<file path="src/hdl/assert_macros.svh">
// Assertion macros shared by the RTL files.
`ifndef ASSERT_MACROS_SVH
`define ASSERT_MACROS_SVH

// Property checked at every rising clock edge, off while reset is applied.
`define ASSERT_CLK(label, clk, rst_n, prop, msg) \
  label: assert property (@(posedge clk) disable iff (!rst_n) (prop)) else $error(msg);

// Property that must hold at every rising clock edge, including during reset.
`define ASSERT_ALWAYS(label, clk, prop, msg) \
  label: assert property (@(posedge clk) (prop)) else $error(msg);

`endif

</file>
<file path="src/hdl/oakv_pkg.sv">
`timescale 1ns / 1ps
package oakv_pkg;

  localparam int unsigned LOG2_SLOTS = 8;
  localparam int unsigned KEY_BITS = 32;
  localparam int unsigned VALUE_BITS = 64;
  localparam int unsigned SLOT_DEPTH = 1 << LOG2_SLOTS;
  localparam int unsigned SLOT_W = LOG2_SLOTS;
  localparam int unsigned COUNT_W = LOG2_SLOTS + 1;
  localparam int unsigned ENTRY_W = KEY_BITS + VALUE_BITS;
  localparam int unsigned FIFO_DEPTH = 2;

  typedef enum logic [1:0] {
    REQ_GET    = 2'd0,
    REQ_UPDATE = 2'd1,
    REQ_PUT    = 2'd2,
    REQ_NOP    = 2'd3
  } req_type_e;

  typedef enum logic [1:0] {
    ST_OK        = 2'd0,
    ST_NOT_FOUND = 2'd1,
    ST_FULL      = 2'd2,
    ST_UNUSED    = 2'd3
  } status_e;

  typedef struct packed {
    logic [1:0]  req_type;
    logic [31:0] key_handle;
    logic [31:0] key_hash;
    logic [63:0] write_value;
  } req_t;

  typedef struct packed {
    logic [1:0]  status;
    logic [63:0] read_value;
    logic [8:0]  entry_count;
  } rsp_t;

  // Classified request handed from the front part to the probe engine.
  typedef struct packed {
    logic              active;
    logic              is_get;
    logic              is_put;
    logic [KEY_BITS-1:0]   key;
    logic [31:0]       hash;
    logic [VALUE_BITS-1:0] wval;
    logic [3:0]        log2;
  } job_t;

  function automatic logic [3:0] clamp_size(input logic [3:0] s);
    logic [3:0] r;
    r = s;
    if (s < 4'd2) r = 4'd2;
    if (s > 4'(LOG2_SLOTS)) r = 4'(LOG2_SLOTS);
    return r;
  endfunction

  function automatic logic [SLOT_W-1:0] size_mask(input logic [3:0] log2);
    logic [SLOT_DEPTH:0] full;
    full = ({{SLOT_DEPTH{1'b0}}, 1'b1} << log2) - 1'b1;
    return full[SLOT_W-1:0];
  endfunction

endpackage

</file>
<file path="src/hdl/oakv_front.sv">
`timescale 1ns / 1ps
module oakv_front (
  input  logic            clk_i,
  input  logic            rst_ni,
  input  logic            req_valid_i,
  output logic            req_ready_o,
  input  oakv_pkg::req_t  req_i,
  input  logic [3:0]      size_i,
  output logic            job_valid_o,
  input  logic            job_ready_i,
  output oakv_pkg::job_t  job_o
);
  import oakv_pkg::*;

  `include "assert_macros.svh"

  job_t        fifo_q [FIFO_DEPTH];
  logic [0:0]  wr_ptr_q, rd_ptr_q;
  logic [1:0]  cnt_q;
  job_t        job_in;
  logic        push, pop;

  always_comb begin
    job_in.active = (req_i.req_type != REQ_NOP);
    job_in.is_get = (req_i.req_type == REQ_GET);
    job_in.is_put = (req_i.req_type == REQ_PUT);
    job_in.key    = req_i.key_handle[KEY_BITS-1:0];
    job_in.hash   = req_i.key_hash;
    job_in.wval   = req_i.write_value[VALUE_BITS-1:0];
    job_in.log2   = clamp_size(size_i);
  end

  assign req_ready_o = (cnt_q != 2'(FIFO_DEPTH));
  assign push        = req_valid_i && req_ready_o;
  assign job_valid_o = (cnt_q != 2'd0);
  assign pop         = job_valid_o && job_ready_i;
  assign job_o       = fifo_q[rd_ptr_q];

  always_ff @(posedge clk_i) begin
    if (push) begin
      fifo_q[wr_ptr_q] <= job_in;
    end
  end

  always_ff @(posedge clk_i or negedge rst_ni) begin
    if (!rst_ni) begin
      wr_ptr_q <= '0;
      rd_ptr_q <= '0;
      cnt_q    <= '0;
    end else begin
      if (push) wr_ptr_q <= wr_ptr_q + 1'b1;
      if (pop)  rd_ptr_q <= rd_ptr_q + 1'b1;
      cnt_q <= cnt_q + 2'(push) - 2'(pop);
    end
  end

  `ASSERT_CLK(a_fifo_bound, clk_i, rst_ni, cnt_q <= 2'(FIFO_DEPTH), "queue overflow")
  `ASSERT_CLK(a_fifo_ptrs, clk_i, rst_ni,
    (cnt_q == 2'd1) |-> (wr_ptr_q != rd_ptr_q), "queue pointers disagree with count")

endmodule

</file>
<file path="config.mk">
export PLATFORM = sky130hd
export DESIGN_NAME = oakv_front
export DESIGN_NICKNAME = d
export VERILOG_FILES = /design/src/hdl/oakv_pkg.sv /design/src/hdl/oakv_front.sv
export VERILOG_INCLUDE_DIRS = /design/src /design/src/hdl
export SDC_FILE = /design/constraint.sdc
export NUM_CORES = 1
export LEC_CHECK = 0
export BUFFER_PORTS_ARGS = -buffer_cell sky130_fd_sc_hd__buf_4
export CAP_MARGIN = 40
export CELL_PAD_IN_SITES_DETAIL_PLACEMENT = 1
export CELL_PAD_IN_SITES_GLOBAL_PLACEMENT = 2
export CORE_MARGIN = 2
export CORE_UTILIZATION = 38
export DETAILED_ROUTE_END_ITERATION = 8
export MAX_ROUTING_LAYER = met4
export PLACE_DENSITY_LB_ADDON = 0.1
export SKIP_CTS_REPAIR_TIMING = 1
export SYNTH_ARGS = -nofsm -noshare
export SYNTH_HDL_FRONTEND = slang
export SYNTH_SLANG_ARGS = --single-unit
</file>
<file path="constraint.sdc">
create_clock -name clk_i -period 7.6 [get_ports clk_i]
set_input_delay 1.52 -clock clk_i [delete_from_list [all_inputs] [get_ports clk_i]]
set_output_delay 1.52 -clock clk_i [all_outputs]
set_load 0.02 [all_outputs]
</file>
### Word level (Yosys, flattened, before mapping)

Memories as Yosys holds them, arrays and structs flattened.
Index checks and enable logic that the tools add are counted.

| storage, ports and cells | value |
|---|---|
| register bits | 4 |
| memory bits (writable) | 270 |
| input bits | 138 |
| output and inout port bits | 137 |
| logic and storage cells | 21 |
| memories | 1 |

| operators by class | value |
|---|---|
| $add $sub $neg | 4 |
| magnitude comparators | 2 |
| equality and inequality tests | 3 |
| multiplexer cells | 4 |
| reduce and logical (&&, ||, !) cells | 4 |

Memories:

| name | words | width | rd ports | clocked after Yosys merged registers in | write ports | RTL line | RTL |
|---|---|---|---|---|---|---|---|
| fifo_q | 2 | 135 | 1 | 0 | 1 | oakv_front.sv:17 | `job_t fifo_q [FIFO_DEPTH];` |

Operators by type and width:

| cell | count |
|---|---|
| $mux W4 | 2 |
| $gt A4 B4 Y1 const B | 1 |
| $lt A4 B2 Y1 const B | 1 |
| $ne A2 B2 Y1 const B | 2 |
| $add A1 B1 Y1 const B | 2 |
| $add A2 B1 Y2 | 1 |
| $eq A2 B2 Y1 const B | 1 |
| $logic_and A1 B1 Y1 | 2 |
| $logic_not A2 Y1 | 1 |
| $mux W1 | 2 |
| $reduce_bool A2 Y1 | 1 |
| $sub A2 B1 Y2 | 1 |

### Depth between registers and ports, before layout

Gate-level depths: netlist of run 1.

| logic depth | value |
|---|---|
| word-level depth | 4 |
| gate-level depth with buffers | 7 |

### Worst setup path after synthesis of run 1

OpenSTA, ideal clock, no wires.

| timing path | value |
|---|---|
| path type | input -> register |
| from | in req_valid_i |
| to | mem fifo_q[0][0] (netlist bit), enable pin |
| setup time | 0.631 ns |
| data arrival time | 7.228 ns |
| required time | 6.969 ns |
| slack | -0.259 ns |
| stages | 2 |
| cells stage by stage | nand2_1 nor2_1 |

| between the ends | value |
|---|---|
| cells in the longest elaborated chain, start to end | 3 |

Ends and longest elaborated chain:

| element | RTL line | RTL |
|---|---|---|
| from (decl) | oakv_front.sv:5 | `input logic req_valid_i,` |
| $logic_and A1 B1 Y1 | oakv_front.sv:34 | `assign push = req_valid_i && req_ready_o;` |
| $mux W1 | oakv_front.sv:40 | `if (push) begin` |
| $mux W1 (not written as such) | oakv_front.sv:41 | `fifo_q[wr_ptr_q] <= job_in;` |
| to (decl) | oakv_front.sv:17 |  |

Every way passes these cells.

==> flow_summary.html, run 1 <==
<table>
<tr><th>Metric</th><th>Value</th></tr>
<tr><th colspan="2">Logic synthesis</th></tr>
<tr><td>Average size of a mapped cell</td><td>22.7 µm²</td></tr>
<tr><td>EDFF count, synth</td><td>270</td></tr>
<tr><td>Number of warning messages in the yosys log</td><td>0</td></tr>
<tr><td>Number of library cell types mapped by synthesis</td><td>20</td></tr>
<tr><td>Most used standard cells in the synthesized netlist</td><td>270 x sky130_fd_sc_hd__edfxtp_1, 95 x sky130_fd_sc_hd__mux2_2, 40 x sky130_fd_sc_hd__mux2_4</td></tr>
<tr><td>Total nets after synthesis</td><td>586</td></tr>
<tr><td>Dominant synthesized flop cell</td><td>sky130_fd_sc_hd__edfxtp_1</td></tr>
<tr><td>Fraction of synthesized cell area taken by the top area cell type</td><td>0.800</td></tr>
<tr><td>Summed instance area of the synthesized netlist</td><td>10,100 µm²</td></tr>
<tr><td>Most repeated cell in the gate-level netlist after synthesis</td><td>sky130_fd_sc_hd__edfxtp_1</td></tr>
<tr><td>Cells after Synth</td><td>approximately 450</td></tr>
<tr><td>Fraction of registers with async set or reset after synthesis</td><td>0.0146</td></tr>
<tr><td>Library cell with the largest summed area after synthesis</td><td>sky130_fd_sc_hd__edfxtp_1</td></tr>
<tr><td>Top cells by area in the synthesized netlist</td><td>sky130_fd_sc_hd__edfxtp_1 80%, sky130_fd_sc_hd__mux2_2 11%, sky130_fd_sc_hd__mux2_4 5.9%, sky130_fd_sc_hd__dfrtp_1 0.99%, sky130_fd_sc_hd__buf_6 0.67%</td></tr>
<tr><td>Sequential element share of the synthesized area</td><td>0.810</td></tr>
<tr><td>FF+latch count, synth</td><td>around 270</td></tr>
<tr><th colspan="2">Timing</th></tr>
<tr><td>Remaining max-slew budget at the tightest pin</td><td>0.434</td></tr>
<tr><td>Final worst hold slack</td><td>0.509 ns</td></tr>
<tr><td>Highest clock rate</td><td>233 MHz</td></tr>
<tr><td>Setup skew after layout</td><td>0.0130 ns</td></tr>
<tr><td>Max Transition Viols Final</td><td>0</td></tr>
<tr><td>Period utilization</td><td>0.564</td></tr>
<tr><td>Unrepaired setup endpoints after global routing</td><td>false</td></tr>
<tr><td>Final hold viol count</td><td>0</td></tr>
<tr><td>Measured slew at the worst slew-check pin</td><td>0.850 ns</td></tr>
<tr><td>Min cycle time layout</td><td>4.29 ns</td></tr>
<tr><td>Final TNS setup</td><td>0 ns</td></tr>
<tr><td>Final setup vio count</td><td>0</td></tr>
<tr><td>Final setup slack of the worst path</td><td>between 3 and 4 ns</td></tr>
<tr><th colspan="2">Power</th></tr>
<tr><td>Worst vdd rail ir drop</td><td>0.188 mV</td></tr>
<tr><td>Lkg Pwr</td><td>5.11 nW</td></tr>
<tr><td>P per Cell Area</td><td>401 nW/µm²</td></tr>
<tr><td>Final Total Pwr</td><td>5.40 mW</td></tr>
<tr><th colspan="2">Placement</th></tr>
<tr><td>Placed cell count</td><td>1,047</td></tr>
<tr><td>PortBufs</td><td>274</td></tr>
<tr><td>Half-perimeter wire length of the detailed placement result</td><td>14,500 µm</td></tr>
<tr><td>Final weighted congestion in routability-driven placement</td><td>about 0.74</td></tr>
<tr><td>Cell area reported after detailed placement</td><td>12,600 µm²</td></tr>
<tr><td>Pre-CTS worst setup slack</td><td>3.84 ns</td></tr>
<tr><th colspan="2">Final layout</th></tr>
<tr><td>Net count, final</td><td>883</td></tr>
<tr><td>Utilization after layout</td><td>0.516</td></tr>
<tr><td>Sequential cell area</td><td>8210 µm²</td></tr>
<tr><td>Signed area change from the synthesized netlist to the final layout</td><td>33.0%</td></tr>
<tr><td>Area used by multi-input combinational logic</td><td>1810 µm²</td></tr>
<tr><td>Final cell count without fillers</td><td>1,096</td></tr>
<tr><td>Post-Layout Inst Area</td><td>13,500 µm²</td></tr>
<tr><td>Layout filler cell count</td><td>between 2,000 and 2,500</td></tr>
<tr><td>Fraction of layout instances using a drive strength above 1</td><td>0.600</td></tr>
<tr><th colspan="2">Clock tree</th></tr>
<tr><td>Worst-path clk slew</td><td>approximately 0.060 ns</td></tr>
<tr><td>TritonCTS buffer count</td><td>29</td></tr>
<tr><td>Insertion delay to the later sink of the worst-skew pair</td><td>0.53 ns</td></tr>
<tr><td>TritonCTS clock tree</td><td>built</td></tr>
<tr><td>Max H-tree Level</td><td>1</td></tr>
<tr><td>Clock Sink Count</td><td>274</td></tr>
<tr><td>Worst-case clock buffer depth</td><td>3</td></tr>
<tr><td>Clock root buffer</td><td>sky130_fd_sc_hd__clkbuf_16</td></tr>
<tr><th colspan="2">Worst setup path</th></tr>
<tr><td>Capturing element type of the critical path</td><td>output pin</td></tr>
<tr><td>Worst r2r dst</td><td>fifo_q[1][88]</td></tr>
<tr><td>Worst EP arrival</td><td>2.77 ns</td></tr>
<tr><td>Cell family with the largest share of critical-path delay</td><td>buffers and inverters</td></tr>
<tr><td>Start-to-end type of the worst setup path</td><td>register to output pin</td></tr>
<tr><td>Critical-path top delay cell</td><td>sky130_fd_sc_hd__buf_4</td></tr>
<tr><td>Worst path required time</td><td>6.08 ns</td></tr>
<tr><td>Worst Path Max Fanout</td><td>around 50</td></tr>
<tr><td>Worst r2r src</td><td>cnt_q[1]</td></tr>
<tr><td>Buffers and inverters on the worst path</td><td>3</td></tr>
<tr><td>Worst Setup Start Kind</td><td>register</td></tr>
<tr><td>Crit-path max cell delay</td><td>about 0.67 ns</td></tr>
<tr><td>Cell chain of the critical path</td><td>buf_16 -&gt; buf_4 -&gt; mux2_2 -&gt; buf_4</td></tr>
<tr><td>Library cell appearing most often on the critical path</td><td>sky130_fd_sc_hd__buf_4</td></tr>
<tr><td>Slack of the worst reg-to-reg path</td><td>5.10 ns</td></tr>
<tr><td>Worst reg-to-reg path cell count</td><td>4</td></tr>
<tr><th colspan="2">Global routing</th></tr>
<tr><td>Overall track demand over capacity in global routing</td><td>0.154</td></tr>
<tr><td>Pin count of the biggest net entering global routing</td><td>63</td></tr>
<tr><td>First-pass GRT wire length</td><td>32,100 µm</td></tr>
<tr><td>Antenna violations before repair</td><td>1</td></tr>
<tr><td>Remaining global-route overflow</td><td>0</td></tr>
<tr><td>Via count of the first global-routing pass</td><td>5,729</td></tr>
<tr><th colspan="2">Die</th></tr>
<tr><td>Starting utilization of the core area</td><td>0.388</td></tr>
<tr><td>I/O Pins</td><td>between 200 and 300</td></tr>
<tr><td>Height of the chip</td><td>167 µm</td></tr>
<tr><td>Area of the core</td><td>26,100 µm²</td></tr>
<tr><td>Die X-Extent</td><td>167 µm</td></tr>
<tr><td>DIE AREA</td><td>around 28,000 µm²</td></tr>
<tr><td>Std-Cell Rows</td><td>59</td></tr>
<tr><th colspan="2">Detailed routing</th></tr>
<tr><td>Total number of vias</td><td>5,065</td></tr>
<tr><td>ANT nets after route</td><td>0</td></tr>
<tr><td>Number of DRC markers after the initial detailed-route iteration</td><td>215</td></tr>
<tr><td>Remaining routing DRC violations</td><td>17</td></tr>
<tr><td>Detailed-route wire length per cell</td><td>19.4 µm</td></tr>
<tr><td>Routed wire length</td><td>21,300 µm</td></tr>
<tr><td>Number of vias per cell after detailed routing</td><td>4.62</td></tr>
<tr><td>Iteration count of the initial detailed-routing pass</td><td>6</td></tr>
<tr><th colspan="2">Flow run</th></tr>
<tr><td>Number of max-cap violations</td><td>0</td></tr>
<tr><th colspan="2">Worst hold path</th></tr>
<tr><td>Hold path cells</td><td>1</td></tr>
<tr><td>Worst Hold Class</td><td>register to register</td></tr>
<tr><td>Hold endpoint</td><td>cnt_q[1]</td></tr>
<tr><td>Min-Delay Startpoint</td><td>cnt_q[1]</td></tr>
<tr><th colspan="2">Run status</th></tr>
<tr><td>Status</td><td>finished, violations left</td></tr>
<tr><td>Violations in the final reports</td><td>design-rule violations</td></tr>
</table>
## flip-flops by register name, summed over array words and instances, names as in the netlist
register,count
cnt_q,2
fifo_q,270
wr_ptr_q,1
rd_ptr_q,1
## routing by layer
| layer | global-route usage | wire length (µm) |
|---|---|---|
| met1 | 0.181 | 8300 |
| met2 | 0.254 | 10600 |
| met4 | 0.0465 | 529 |
| met3 | 0.0487 | 1910 |
| met5 | - | 0 |
## cells in the final DEF, fill, tap and decap left out, drive strengths merged, types with 2 or more instances in the layout
master	Yosys	routed
xnor2	3	3
inv	2	2
nand2	2	2
nor2	3	3
dfrtp	4	4
buf	15	282
mux2	135	135
edfxtp	270	270
nor2b	2	2
ha	2	2
clkinv	0	3
clkbuf	1	45
## cell type report
| type | instances | area share |
|---|---|---|
| Antenna cell | 1 | 0.000186 |
| Clock buffer | 45 | 0.0620 |
| Clock inverter | 3 | 0.000928 |
| Inverter | 2 | 0.000557 |
| Multi-Input combinational cell | 154 | 0.134 |
| Sequential cell | 274 | 0.609 |
| Tap cell | 335 | 0.0311 |
| Timing Repair Buffer | 282 | 0.162 |
## report_power, final
part | switching [mW] | total, mW | leakage [nW] | internal [mW]
Sequential | 0.0948 | 2.16 | 2.55 | 2.07
Combinational | 1.06 | 1.97 | 2.15 | 0.904
Clock | 0.524 | 1.27 | 0.413 | 0.743
## cells by family (layout without fill, tap and decap cells)
group                      count (synthesis)  count (layout)  share of synthesized area
muxes                                    135             135                      0.165
AOI/OAI and AO/OA                          1               1                   0.000494
and+or+nand+nor                           12              12                    0.00630
other                                      0               1                          0
adders and majority gates                  2               2                    0.00247
DFF                                      274             274                      0.810
buffers and inverters                     18             332                     0.0122
xor gates and xnor gates                   4               4                    0.00346
## worst max-delay path by stage
stage	start	to	slack (ns)	depth (start not counted)
global placement	rd_ptr_q	job_o[46]	3.63	3
floorplan	req_valid_i	fifo_q[0][0]	2.02	2
detailed placement	rd_ptr_q	job_o[44]	3.84	4
finish	rd_ptr_q	job_o[44]	3.31	4
global route	rd_ptr_q	job_o[37]	3.16	4
CTS	rd_ptr_q	job_o[44]	3.26	4
Power figures use the tool's default switching activity.
==> inputs of run 2 (changes only) <==
--- a/config.mk
+++ b/config.mk
@@ -11,7 +11,7 @@
 export CELL_PAD_IN_SITES_DETAIL_PLACEMENT = 1
 export CELL_PAD_IN_SITES_GLOBAL_PLACEMENT = 2
 export CORE_MARGIN = 2
-export CORE_UTILIZATION = 38
+export CORE_UTILIZATION = 35
 export DETAILED_ROUTE_END_ITERATION = 8
 export MAX_ROUTING_LAYER = met4
 export PLACE_DENSITY_LB_ADDON = 0.1
==> constraint.sdc (replaced) <==
create_clock -name clk_i -period 3.5 [get_ports clk_i]
set_input_delay 0.7 -clock clk_i [delete_from_list [all_inputs] [get_ports clk_i]]
set_output_delay 0.7 -clock clk_i [all_outputs]
set_load 0.02 [all_outputs]
==> flow_summary.html, run 2 (synthesis results as in run 1) <==
<table>
<tr><th>Metric</th><th>Value</th></tr>
<tr><th colspan="2">Worst setup path</th></tr>
<tr><td>Stages on the worst setup path</td><td>3 (-1)</td></tr>
<tr><td>Cell family with the largest share of critical-path delay</td><td>flip-flops</td></tr>
<tr><td>Cell chain of the critical path</td><td>buf_12 -&gt; mux2_2 -&gt; buf_4</td></tr>
<tr><td>Worst EP arrival</td><td>2.33 ns (-0.44 ns)</td></tr>
<tr><td>Worst Path Max Fanout</td><td>52 (+6.1%)</td></tr>
<tr><td>Slack of the worst reg-to-reg path</td><td>1.53 ns (-3.57 ns)</td></tr>
<tr><td>Worst reg-to-reg path cell count</td><td>4 (unchanged)</td></tr>
<tr><td>Crit-path max cell delay</td><td>0.79 ns (+0.12 ns)</td></tr>
<tr><td>Worst r2r dst</td><td>fifo_q[0][86]</td></tr>
<tr><td>Buffers and inverters on the worst path</td><td>2 (-1)</td></tr>
<tr><td>Worst Setup Start Kind</td><td>register</td></tr>
<tr><td>Critical-path top delay cell</td><td>sky130_fd_sc_hd__dfrtp_4</td></tr>
<tr><td>Worst path required time</td><td>2.80 ns (-3.28 ns)</td></tr>
<tr><td>Capturing element type of the critical path</td><td>output pin</td></tr>
<tr><td>Worst r2r src</td><td>cnt_q[1]</td></tr>
<tr><td>Start-to-end type of the worst setup path</td><td>register to output pin</td></tr>
<tr><td>Source of the critical timing path</td><td>rd_ptr_q</td></tr>
<tr><th colspan="2">Worst hold path</th></tr>
<tr><td>Hold endpoint</td><td>fifo_q[1][123]</td></tr>
<tr><td>Hold path cells</td><td>1 (unchanged)</td></tr>
<tr><td>Min-Delay Startpoint</td><td>req_i[119]</td></tr>
<tr><td>Worst Hold Class</td><td>input pin to register</td></tr>
<tr><th colspan="2">Clock tree</th></tr>
<tr><td>Max H-tree Level</td><td>1 (unchanged)</td></tr>
<tr><td>TritonCTS clock tree</td><td>built</td></tr>
<tr><td>Clock root buffer</td><td>sky130_fd_sc_hd__clkbuf_16</td></tr>
<tr><td>Worst-path clk slew</td><td>0.06 ns (about the same)</td></tr>
<tr><td>Insertion delay to the later sink of the worst-skew pair</td><td>0.54 ns (about the same)</td></tr>
<tr><td>TritonCTS buffer count</td><td>30 (+3.4%)</td></tr>
<tr><td>Worst-case clock buffer depth</td><td>3 (unchanged)</td></tr>
<tr><td>Clock Sink Count</td><td>274 (unchanged)</td></tr>
<tr><th colspan="2">Detailed routing</th></tr>
<tr><td>Iteration count of the initial detailed-routing pass</td><td>4 (-2)</td></tr>
<tr><td>Detailed-route wire length per cell</td><td>19.2 µm (-1.2%)</td></tr>
<tr><td>Routed wire length</td><td>22,100 µm (+3.6%)</td></tr>
<tr><td>Remaining routing DRC violations</td><td>0 (-17)</td></tr>
<tr><td>Number of vias per cell after detailed routing</td><td>4.51 (-2.5%)</td></tr>
<tr><td>Total number of vias</td><td>5,182 (+2.3%)</td></tr>
<tr><td>Number of DRC markers after the initial detailed-route iteration</td><td>225 (+4.7%)</td></tr>
<tr><td>ANT nets after route</td><td>0 (unchanged)</td></tr>
<tr><th colspan="2">Final layout</th></tr>
<tr><td>Layout filler cell count</td><td>2,726 (+13%)</td></tr>
<tr><td>Post-Layout Inst Area</td><td>13,600 µm² (+0.83%)</td></tr>
<tr><td>Leading cell type in the layout, fill and taps excluded</td><td>sky130_fd_sc_hd__buf_4</td></tr>
<tr><td>Max reg flops</td><td>270 (unchanged)</td></tr>
<tr><td>Antenna Diode Count</td><td>0 (-1)</td></tr>
<tr><td>Biggest registers after layout</td><td>fifo_q x270, cnt_q x2</td></tr>
<tr><td>Most frequent cells in the layout</td><td>275 x sky130_fd_sc_hd__buf_4, 270 x sky130_fd_sc_hd__edfxtp_1, 95 x sky130_fd_sc_hd__mux2_2, 40 x sky130_fd_sc_hd__mux2_4, 31 x sky130_fd_sc_hd__clkbuf_16</td></tr>
<tr><td>Signed area change from the synthesized netlist to the final layout</td><td>34.1%</td></tr>
<tr><td>Fraction of layout instances using a drive strength above 1</td><td>0.601 (about the same)</td></tr>
<tr><td>Register ranked first by flip-flop count</td><td>fifo_q</td></tr>
<tr><td>Net count, final</td><td>883 (unchanged)</td></tr>
<tr><th colspan="2">Global routing</th></tr>
<tr><td>Remaining global-route overflow</td><td>0 (unchanged)</td></tr>
<tr><td>Pin count of the biggest net entering global routing</td><td>75 (+19%)</td></tr>
<tr><td>Overall track demand over capacity in global routing</td><td>0.147 (-0.00678)</td></tr>
<tr><td>First-pass GRT wire length</td><td>33,500 µm (+4.3%)</td></tr>
<tr><td>Via count of the first global-routing pass</td><td>5,772 (+0.75%)</td></tr>
<tr><td>Antenna violations before repair</td><td>0 (-1)</td></tr>
<tr><th colspan="2">Run status</th></tr>
<tr><td>Status</td><td>finished, final reports clean</td></tr>
<tr><th colspan="2">Die</th></tr>
<tr><td>Std-Cell Rows</td><td>62 (+5.1%)</td></tr>
<tr><td>Height of the chip</td><td>174 µm (+4.1%)</td></tr>
<tr><td>Area of the core</td><td>28,600 µm² (+9.5%)</td></tr>
<tr><td>Die X-Extent</td><td>174 µm (+4.1%)</td></tr>
<tr><td>I/O Pins</td><td>275 (unchanged)</td></tr>
<tr><td>DIE AREA</td><td>30,300 µm² (+8.4%)</td></tr>
<tr><td>Starting utilization of the core area</td><td>0.354 (-0.0338)</td></tr>
<tr><th colspan="2">Power</th></tr>
<tr><td>Lkg Pwr</td><td>5.14 nW (+0.56%)</td></tr>
<tr><td>P per Cell Area</td><td>872 nW/µm² (+120%)</td></tr>
<tr><td>Worst vdd rail ir drop</td><td>0.387 mV (+110%)</td></tr>
<tr><td>Final Total Pwr</td><td>11.8 mW (+120%)</td></tr>
<tr><th colspan="2">Timing</th></tr>
<tr><td>Setup skew after layout</td><td>0.00660 ns (-0.00645 ns)</td></tr>
<tr><td>Max Transition Viols Final</td><td>0 (unchanged)</td></tr>
<tr><td>Remaining max-slew budget at the tightest pin</td><td>0.398 (-0.0351)</td></tr>
<tr><td>Unrepaired setup endpoints after global routing</td><td>false</td></tr>
<tr><td>Measured slew at the worst slew-check pin</td><td>0.902 ns (+0.0526 ns)</td></tr>
<tr><td>Min cycle time layout</td><td>3.03 ns</td></tr>
<tr><td>Period utilization</td><td>0.866</td></tr>
<tr><td>Final hold viol count</td><td>0 (unchanged)</td></tr>
<tr><td>Final TNS setup</td><td>0 ns (unchanged)</td></tr>
<tr><td>Final setup vio count</td><td>0 (unchanged)</td></tr>
<tr><td>Final setup slack of the worst path</td><td>0.468 ns (-2.84 ns)</td></tr>
<tr><td>Highest clock rate</td><td>330 MHz</td></tr>
<tr><th colspan="2">Placement</th></tr>
<tr><td>Cell area reported after detailed placement</td><td>12,700 µm² (+0.39%)</td></tr>
<tr><td>Final weighted congestion in routability-driven placement</td><td>0.726 (-1.8%)</td></tr>
<tr><td>PortBufs</td><td>274 (unchanged)</td></tr>
<tr><td>Pre-CTS worst setup slack</td><td>1.01 ns (-2.83 ns)</td></tr>
<tr><td>Half-perimeter wire length of the detailed placement result</td><td>14,800 µm (+2.4%)</td></tr>
<tr><th colspan="2">Flow run</th></tr>
<tr><td>Number of max-cap violations</td><td>0 (unchanged)</td></tr>
</table>
-- run 2: how the worst max path moves through the flow --
stage / to / slack, ns
after floorplan: fifo_q[0][0] / 0.25
after global placement: job_o[42] / 1.04
after detailed placement: job_o[19] / 1.01
after CTS: job_o[19] / 0.42
after global routing: job_o[19] / 0.35
final: job_o[19] / 0.47
-- run 2: worst reg2reg max path, stage by stage, from the launching register on --
cell                       delay, ns
sky130_fd_sc_hd__dfrtp_1        0.40
sky130_fd_sc_hd__nand2b_1       0.13
sky130_fd_sc_hd__nand2_1        0.16
sky130_fd_sc_hd__nor2_4         0.15
sky130_fd_sc_hd__buf_4          0.71
-- run 2: final cells by class --
| cell class | instances | area [µm²] | share of cell area |
|---|---|---|---|
| inverters | 2 | 7.51 | 0.000552 |
| clock buffers | 40 | 810 | 0.0596 |
| well taps | 384 | 480 | 0.0354 |
| clock inverters | 15 | 93.8 | 0.00691 |
| flip-flops and latches | 274 | 8210 | 0.604 |
| multi-input cells | 154 | 1810 | 0.133 |
| repair buffers | 281 | 2170 | 0.160 |
-- run 2: per-layer routing --
layer | global-route usage | up-vias | wire [µm]
li1 | - | 2361 | -
met4 | 0.0410 | 0 | 507
met1 | 0.175 | 2584 | 8860
met2 | 0.238 | 197 | 10800
met5 | - | - | 0
met3 | 0.0512 | 40 | 1940
-- run 2: metrics by stage --
step	utilization	instances	hold slack, ns
final	0.475	1150	0.345
after global routing	0.475	1150	0.318
after CTS	0.474	1149	-0.0719
after detailed placement	0.443	1094	0.487
after global placement	0.443	1094	0.481
after floorplan	-	446	0.404
-- run 2: report_power, final --
group	switching, mW	internal (mW)
combinational	2.28	1.95
clock	1.19	1.68
sequential	0.260	4.49
total	3.72	8.12
==> inputs of run 3 (changes only) <==
--- a/config.mk
+++ b/config.mk
@@ -6,7 +6,7 @@
 export SDC_FILE = /design/constraint.sdc
 export NUM_CORES = 1
 export LEC_CHECK = 0
-export BUFFER_PORTS_ARGS = -buffer_cell sky130_fd_sc_hd__buf_4
+export BUFFER_PORTS_ARGS = -buffer_cell sky130_fd_sc_hd__buf_2
 export CAP_MARGIN = 40
 export CELL_PAD_IN_SITES_DETAIL_PLACEMENT = 1
 export CELL_PAD_IN_SITES_GLOBAL_PLACEMENT = 2
==> flow_summary.html, run 3 (synthesis results as in run 1) <==
<table>
<tr><th>Metric</th><th>Value</th></tr>
<tr><th colspan="2">Run status</th></tr>
<tr><td>Status</td><td>finished, final reports clean</td></tr>
<tr><th colspan="2">Global routing</th></tr>
<tr><td>Remaining global-route overflow</td><td>0 (unchanged)</td></tr>
<tr><td>Pin count of the biggest net entering global routing</td><td>84 (+12%)</td></tr>
<tr><td>Antenna violations before repair</td><td>4 (+4)</td></tr>
<tr><td>Via count of the first global-routing pass</td><td>5,700 (-1.2%)</td></tr>
<tr><td>Overall track demand over capacity in global routing</td><td>0.142 (-0.00459)</td></tr>
<tr><td>First-pass GRT wire length</td><td>32,400 µm (-3.2%)</td></tr>
<tr><th colspan="2">Placement</th></tr>
<tr><td>Half-perimeter wire length of the detailed placement result</td><td>14,500 µm (-2.6%)</td></tr>
<tr><td>Placed cell count</td><td>1,097 (+0.27%)</td></tr>
<tr><td>Final weighted congestion in routability-driven placement</td><td>0.719 (-0.92%)</td></tr>
<tr><td>PortBufs</td><td>274 (unchanged)</td></tr>
<tr><th colspan="2">Detailed routing</th></tr>
<tr><td>Number of DRC markers after the initial detailed-route iteration</td><td>252 (+12%)</td></tr>
<tr><td>Detailed-route wire length per cell</td><td>18.5 µm (-3.9%)</td></tr>
<tr><td>Number of vias per cell after detailed routing</td><td>4.42 (-2.0%)</td></tr>
<tr><td>Remaining routing DRC violations</td><td>0 (unchanged)</td></tr>
<tr><td>Iteration count of the initial detailed-routing pass</td><td>4 (unchanged)</td></tr>
<tr><td>Total number of vias</td><td>5,110 (-1.4%)</td></tr>
<tr><td>ANT nets after route</td><td>0 (unchanged)</td></tr>
<tr><td>Routed wire length</td><td>21,400 µm (-3.3%)</td></tr>
<tr><th colspan="2">Worst setup path</th></tr>
<tr><td>Start-to-end type of the worst setup path</td><td>register to output pin</td></tr>
<tr><td>Worst path required time</td><td>2.80 ns (about the same)</td></tr>
<tr><td>Worst r2r src</td><td>cnt_q[1]</td></tr>
<tr><td>Capturing element type of the critical path</td><td>output pin</td></tr>
<tr><td>Slack of the worst reg-to-reg path</td><td>1.52 ns (about the same)</td></tr>
<tr><td>Worst Path Max Fanout</td><td>56 (+7.7%)</td></tr>
<tr><td>Worst reg-to-reg path cell count</td><td>4 (unchanged)</td></tr>
<tr><td>Worst Setup Start Kind</td><td>register</td></tr>
<tr><td>Source of the critical timing path</td><td>rd_ptr_q</td></tr>
<tr><td>Worst EP arrival</td><td>2.49 ns (+0.16 ns)</td></tr>
<tr><td>Critical Path End</td><td>job_o[105]</td></tr>
<tr><td>Worst r2r dst</td><td>fifo_q[0][48]</td></tr>
<tr><th colspan="2">Die</th></tr>
<tr><td>DIE AREA</td><td>30,300 µm² (unchanged)</td></tr>
<tr><td>I/O Pins</td><td>275 (unchanged)</td></tr>
<tr><td>Starting utilization of the core area</td><td>0.354 (unchanged)</td></tr>
<tr><td>Std-Cell Rows</td><td>62 (unchanged)</td></tr>
<tr><td>Die X-Extent</td><td>174 µm (unchanged)</td></tr>
<tr><td>Height of the chip</td><td>174 µm (unchanged)</td></tr>
<tr><td>Area of the core</td><td>28,600 µm² (unchanged)</td></tr>
<tr><th colspan="2">Clock tree</th></tr>
<tr><td>Max H-tree Level</td><td>1 (unchanged)</td></tr>
<tr><td>Worst-case clock buffer depth</td><td>3 (unchanged)</td></tr>
<tr><td>Clock Sink Count</td><td>274 (unchanged)</td></tr>
<tr><td>Clock root buffer</td><td>sky130_fd_sc_hd__clkbuf_16</td></tr>
<tr><td>Worst-path clk slew</td><td>0.06 ns (about the same)</td></tr>
<tr><td>TritonCTS clock tree</td><td>built</td></tr>
<tr><td>TritonCTS buffer count</td><td>30 (unchanged)</td></tr>
<tr><td>Insertion delay to the later sink of the worst-skew pair</td><td>0.54 ns (about the same)</td></tr>
<tr><th colspan="2">Final layout</th></tr>
<tr><td>Final cell count without fillers</td><td>1,157 (+0.61%)</td></tr>
<tr><td>Most frequent cells in the layout</td><td>274 x sky130_fd_sc_hd__buf_2, 270 x sky130_fd_sc_hd__edfxtp_1, 95 x sky130_fd_sc_hd__mux2_2, 40 x sky130_fd_sc_hd__mux2_4, 31 x sky130_fd_sc_hd__clkbuf_16</td></tr>
<tr><td>Fraction of layout instances using a drive strength above 1</td><td>0.602 (+0.00104)</td></tr>
<tr><td>Max reg flops</td><td>270 (unchanged)</td></tr>
<tr><td>Biggest registers after layout</td><td>fifo_q x270, cnt_q x2</td></tr>
<tr><td>Signed area change from the synthesized netlist to the final layout</td><td>27.4%</td></tr>
<tr><td>Net count, final</td><td>886 (+0.34%)</td></tr>
<tr><td>Leading cell type in the layout, fill and taps excluded</td><td>sky130_fd_sc_hd__buf_2</td></tr>
<tr><td>Register ranked first by flip-flop count</td><td>fifo_q</td></tr>
<tr><th colspan="2">Power</th></tr>
<tr><td>Lkg Pwr</td><td>4.90 nW (-4.7%)</td></tr>
<tr><td>P per Cell Area</td><td>875 nW/µm² (+0.38%)</td></tr>
<tr><td>Worst vdd rail ir drop</td><td>0.388 mV (+0.23%)</td></tr>
<tr><td>Clock power frac</td><td>0.246 (+0.004)</td></tr>
<tr><td>Proportion of power drawn by flip-flops and latches</td><td>0.424 (+0.023)</td></tr>
<tr><td>Fraction of power consumed by combinational cells</td><td>0.329 (-0.028)</td></tr>
<tr><td>Net load switching power</td><td>3.66 mW (-1.7%)</td></tr>
<tr><td>Switching share of power</td><td>0.324 (+0.00962)</td></tr>
<tr><td>Cell Int Power</td><td>7.64 mW (-6.0%)</td></tr>
<tr><th colspan="2">Timing</th></tr>
<tr><td>Setup skew after layout</td><td>0.0127 ns (+0.00606 ns)</td></tr>
<tr><td>Final hold viol count</td><td>0 (unchanged)</td></tr>
<tr><td>Final setup vio count</td><td>0 (unchanged)</td></tr>
<tr><td>Max Transition Viols Final</td><td>0 (unchanged)</td></tr>
<tr><td>Min cycle time layout</td><td>3.19 ns (+0.160 ns)</td></tr>
<tr><td>Measured slew at the worst slew-check pin</td><td>0.871 ns (-0.0310 ns)</td></tr>
<tr><td>Remaining max-slew budget at the tightest pin</td><td>0.419 (+0.0206)</td></tr>
<tr><td>Final TNS setup</td><td>0 ns (unchanged)</td></tr>
<tr><td>Period utilization</td><td>0.912 (+0.0456)</td></tr>
<tr><td>Unrepaired setup endpoints after global routing</td><td>false</td></tr>
<tr><td>Highest clock rate</td><td>313 MHz (-5.0%)</td></tr>
<tr><th colspan="2">Flow run</th></tr>
<tr><td>Number of max-cap violations</td><td>0 (unchanged)</td></tr>
<tr><th colspan="2">Worst hold path</th></tr>
<tr><td>Worst Hold Class</td><td>input pin to register</td></tr>
</table>
-- run 3: cell count changes in the layout (fill, tap and decap cells not counted), sizes merged --
cell,previous run,this run
bufinv,1,0
clkbuf,40,39
buf,280,283
diode,0,5
clkinvlp,0,1
-- run 3: final cells by class --
cell class	instances	area (µm²)
diodes	5	12.5
clock buffers	39	806
clock inverters	15	70.1
fillers	2793	15700
inverters	2	7.51
multi-input cells	154	1810
flip-flops and latches	274	8210
well taps	384	480
repair buffers	284	1510
-- run 3: stage by stage --
| step | power [mW] | utilization | instance area [µm²] | worst slack, ns | hold slack [ns] |
|---|---|---|---|---|---|
| after floorplan | 7.42 | - | 10100 | 0.247 | 0.404 |
| after global placement | 8.61 | 0.420 | 12000 | 0.851 | 0.485 |
| after detailed placement | 8.69 | 0.420 | 12000 | 0.770 | 0.494 |
| after CTS | 11.5 | 0.450 | 12900 | 0.184 | -0.0728 |
| after global routing | 11.9 | 0.451 | 12900 | 0.146 | 0.320 |
| final | 11.3 | 0.451 | 12900 | 0.308 | 0.344 |
-- run 3: how the worst min path moves through the flow --
stage	from	endpoint	slack, ns	depth (start not counted)
final	req_i[28]	fifo_q[1][32]	0.34	1
after CTS	rst_ni	rd_ptr_q	-0.07	1
after global routing	req_i[28]	fifo_q[0][32]	0.32	1
after detailed placement	cnt_q[1]	cnt_q[1]	0.49	1
after global placement	cnt_q[1]	cnt_q[1]	0.49	1
after floorplan	rst_ni	cnt_q[0]	0.40	0
-- run 3: routing by layer --
metal / part of all wire / up-vias / global-route usage
met2: 0.50 / 189 / 0.241
met1: 0.39 / 2513 / 0.164
met5: 0 / - / -
met3: 0.086 / 27 / 0.0492
li1: - / 2381 / -
met4: 0.020 / 0 / 0.0333
-- run 3: power groups by stage --
stage / registers (mW) / logic, mW / clock network [mW]
2_1_floorplan: 4.70 / 2.71 / 0
3_3_place_gp: 4.84 / 3.77 / 0
3_5_place_dp: 4.89 / 3.80 / 0
4_1_cts: 4.82 / 3.81 / 2.90
5_1_grt: 4.89 / 3.97 / 3.00
6_report: 4.80 / 3.72 / 2.78
-- run 3: worst max-delay path: stages (launching register included) --
cell	delay (ns)
sky130_fd_sc_hd__dfrtp_4	1.01
sky130_fd_sc_hd__buf_4	0.40
sky130_fd_sc_hd__mux2_2	0.38
sky130_fd_sc_hd__buf_2	0.16
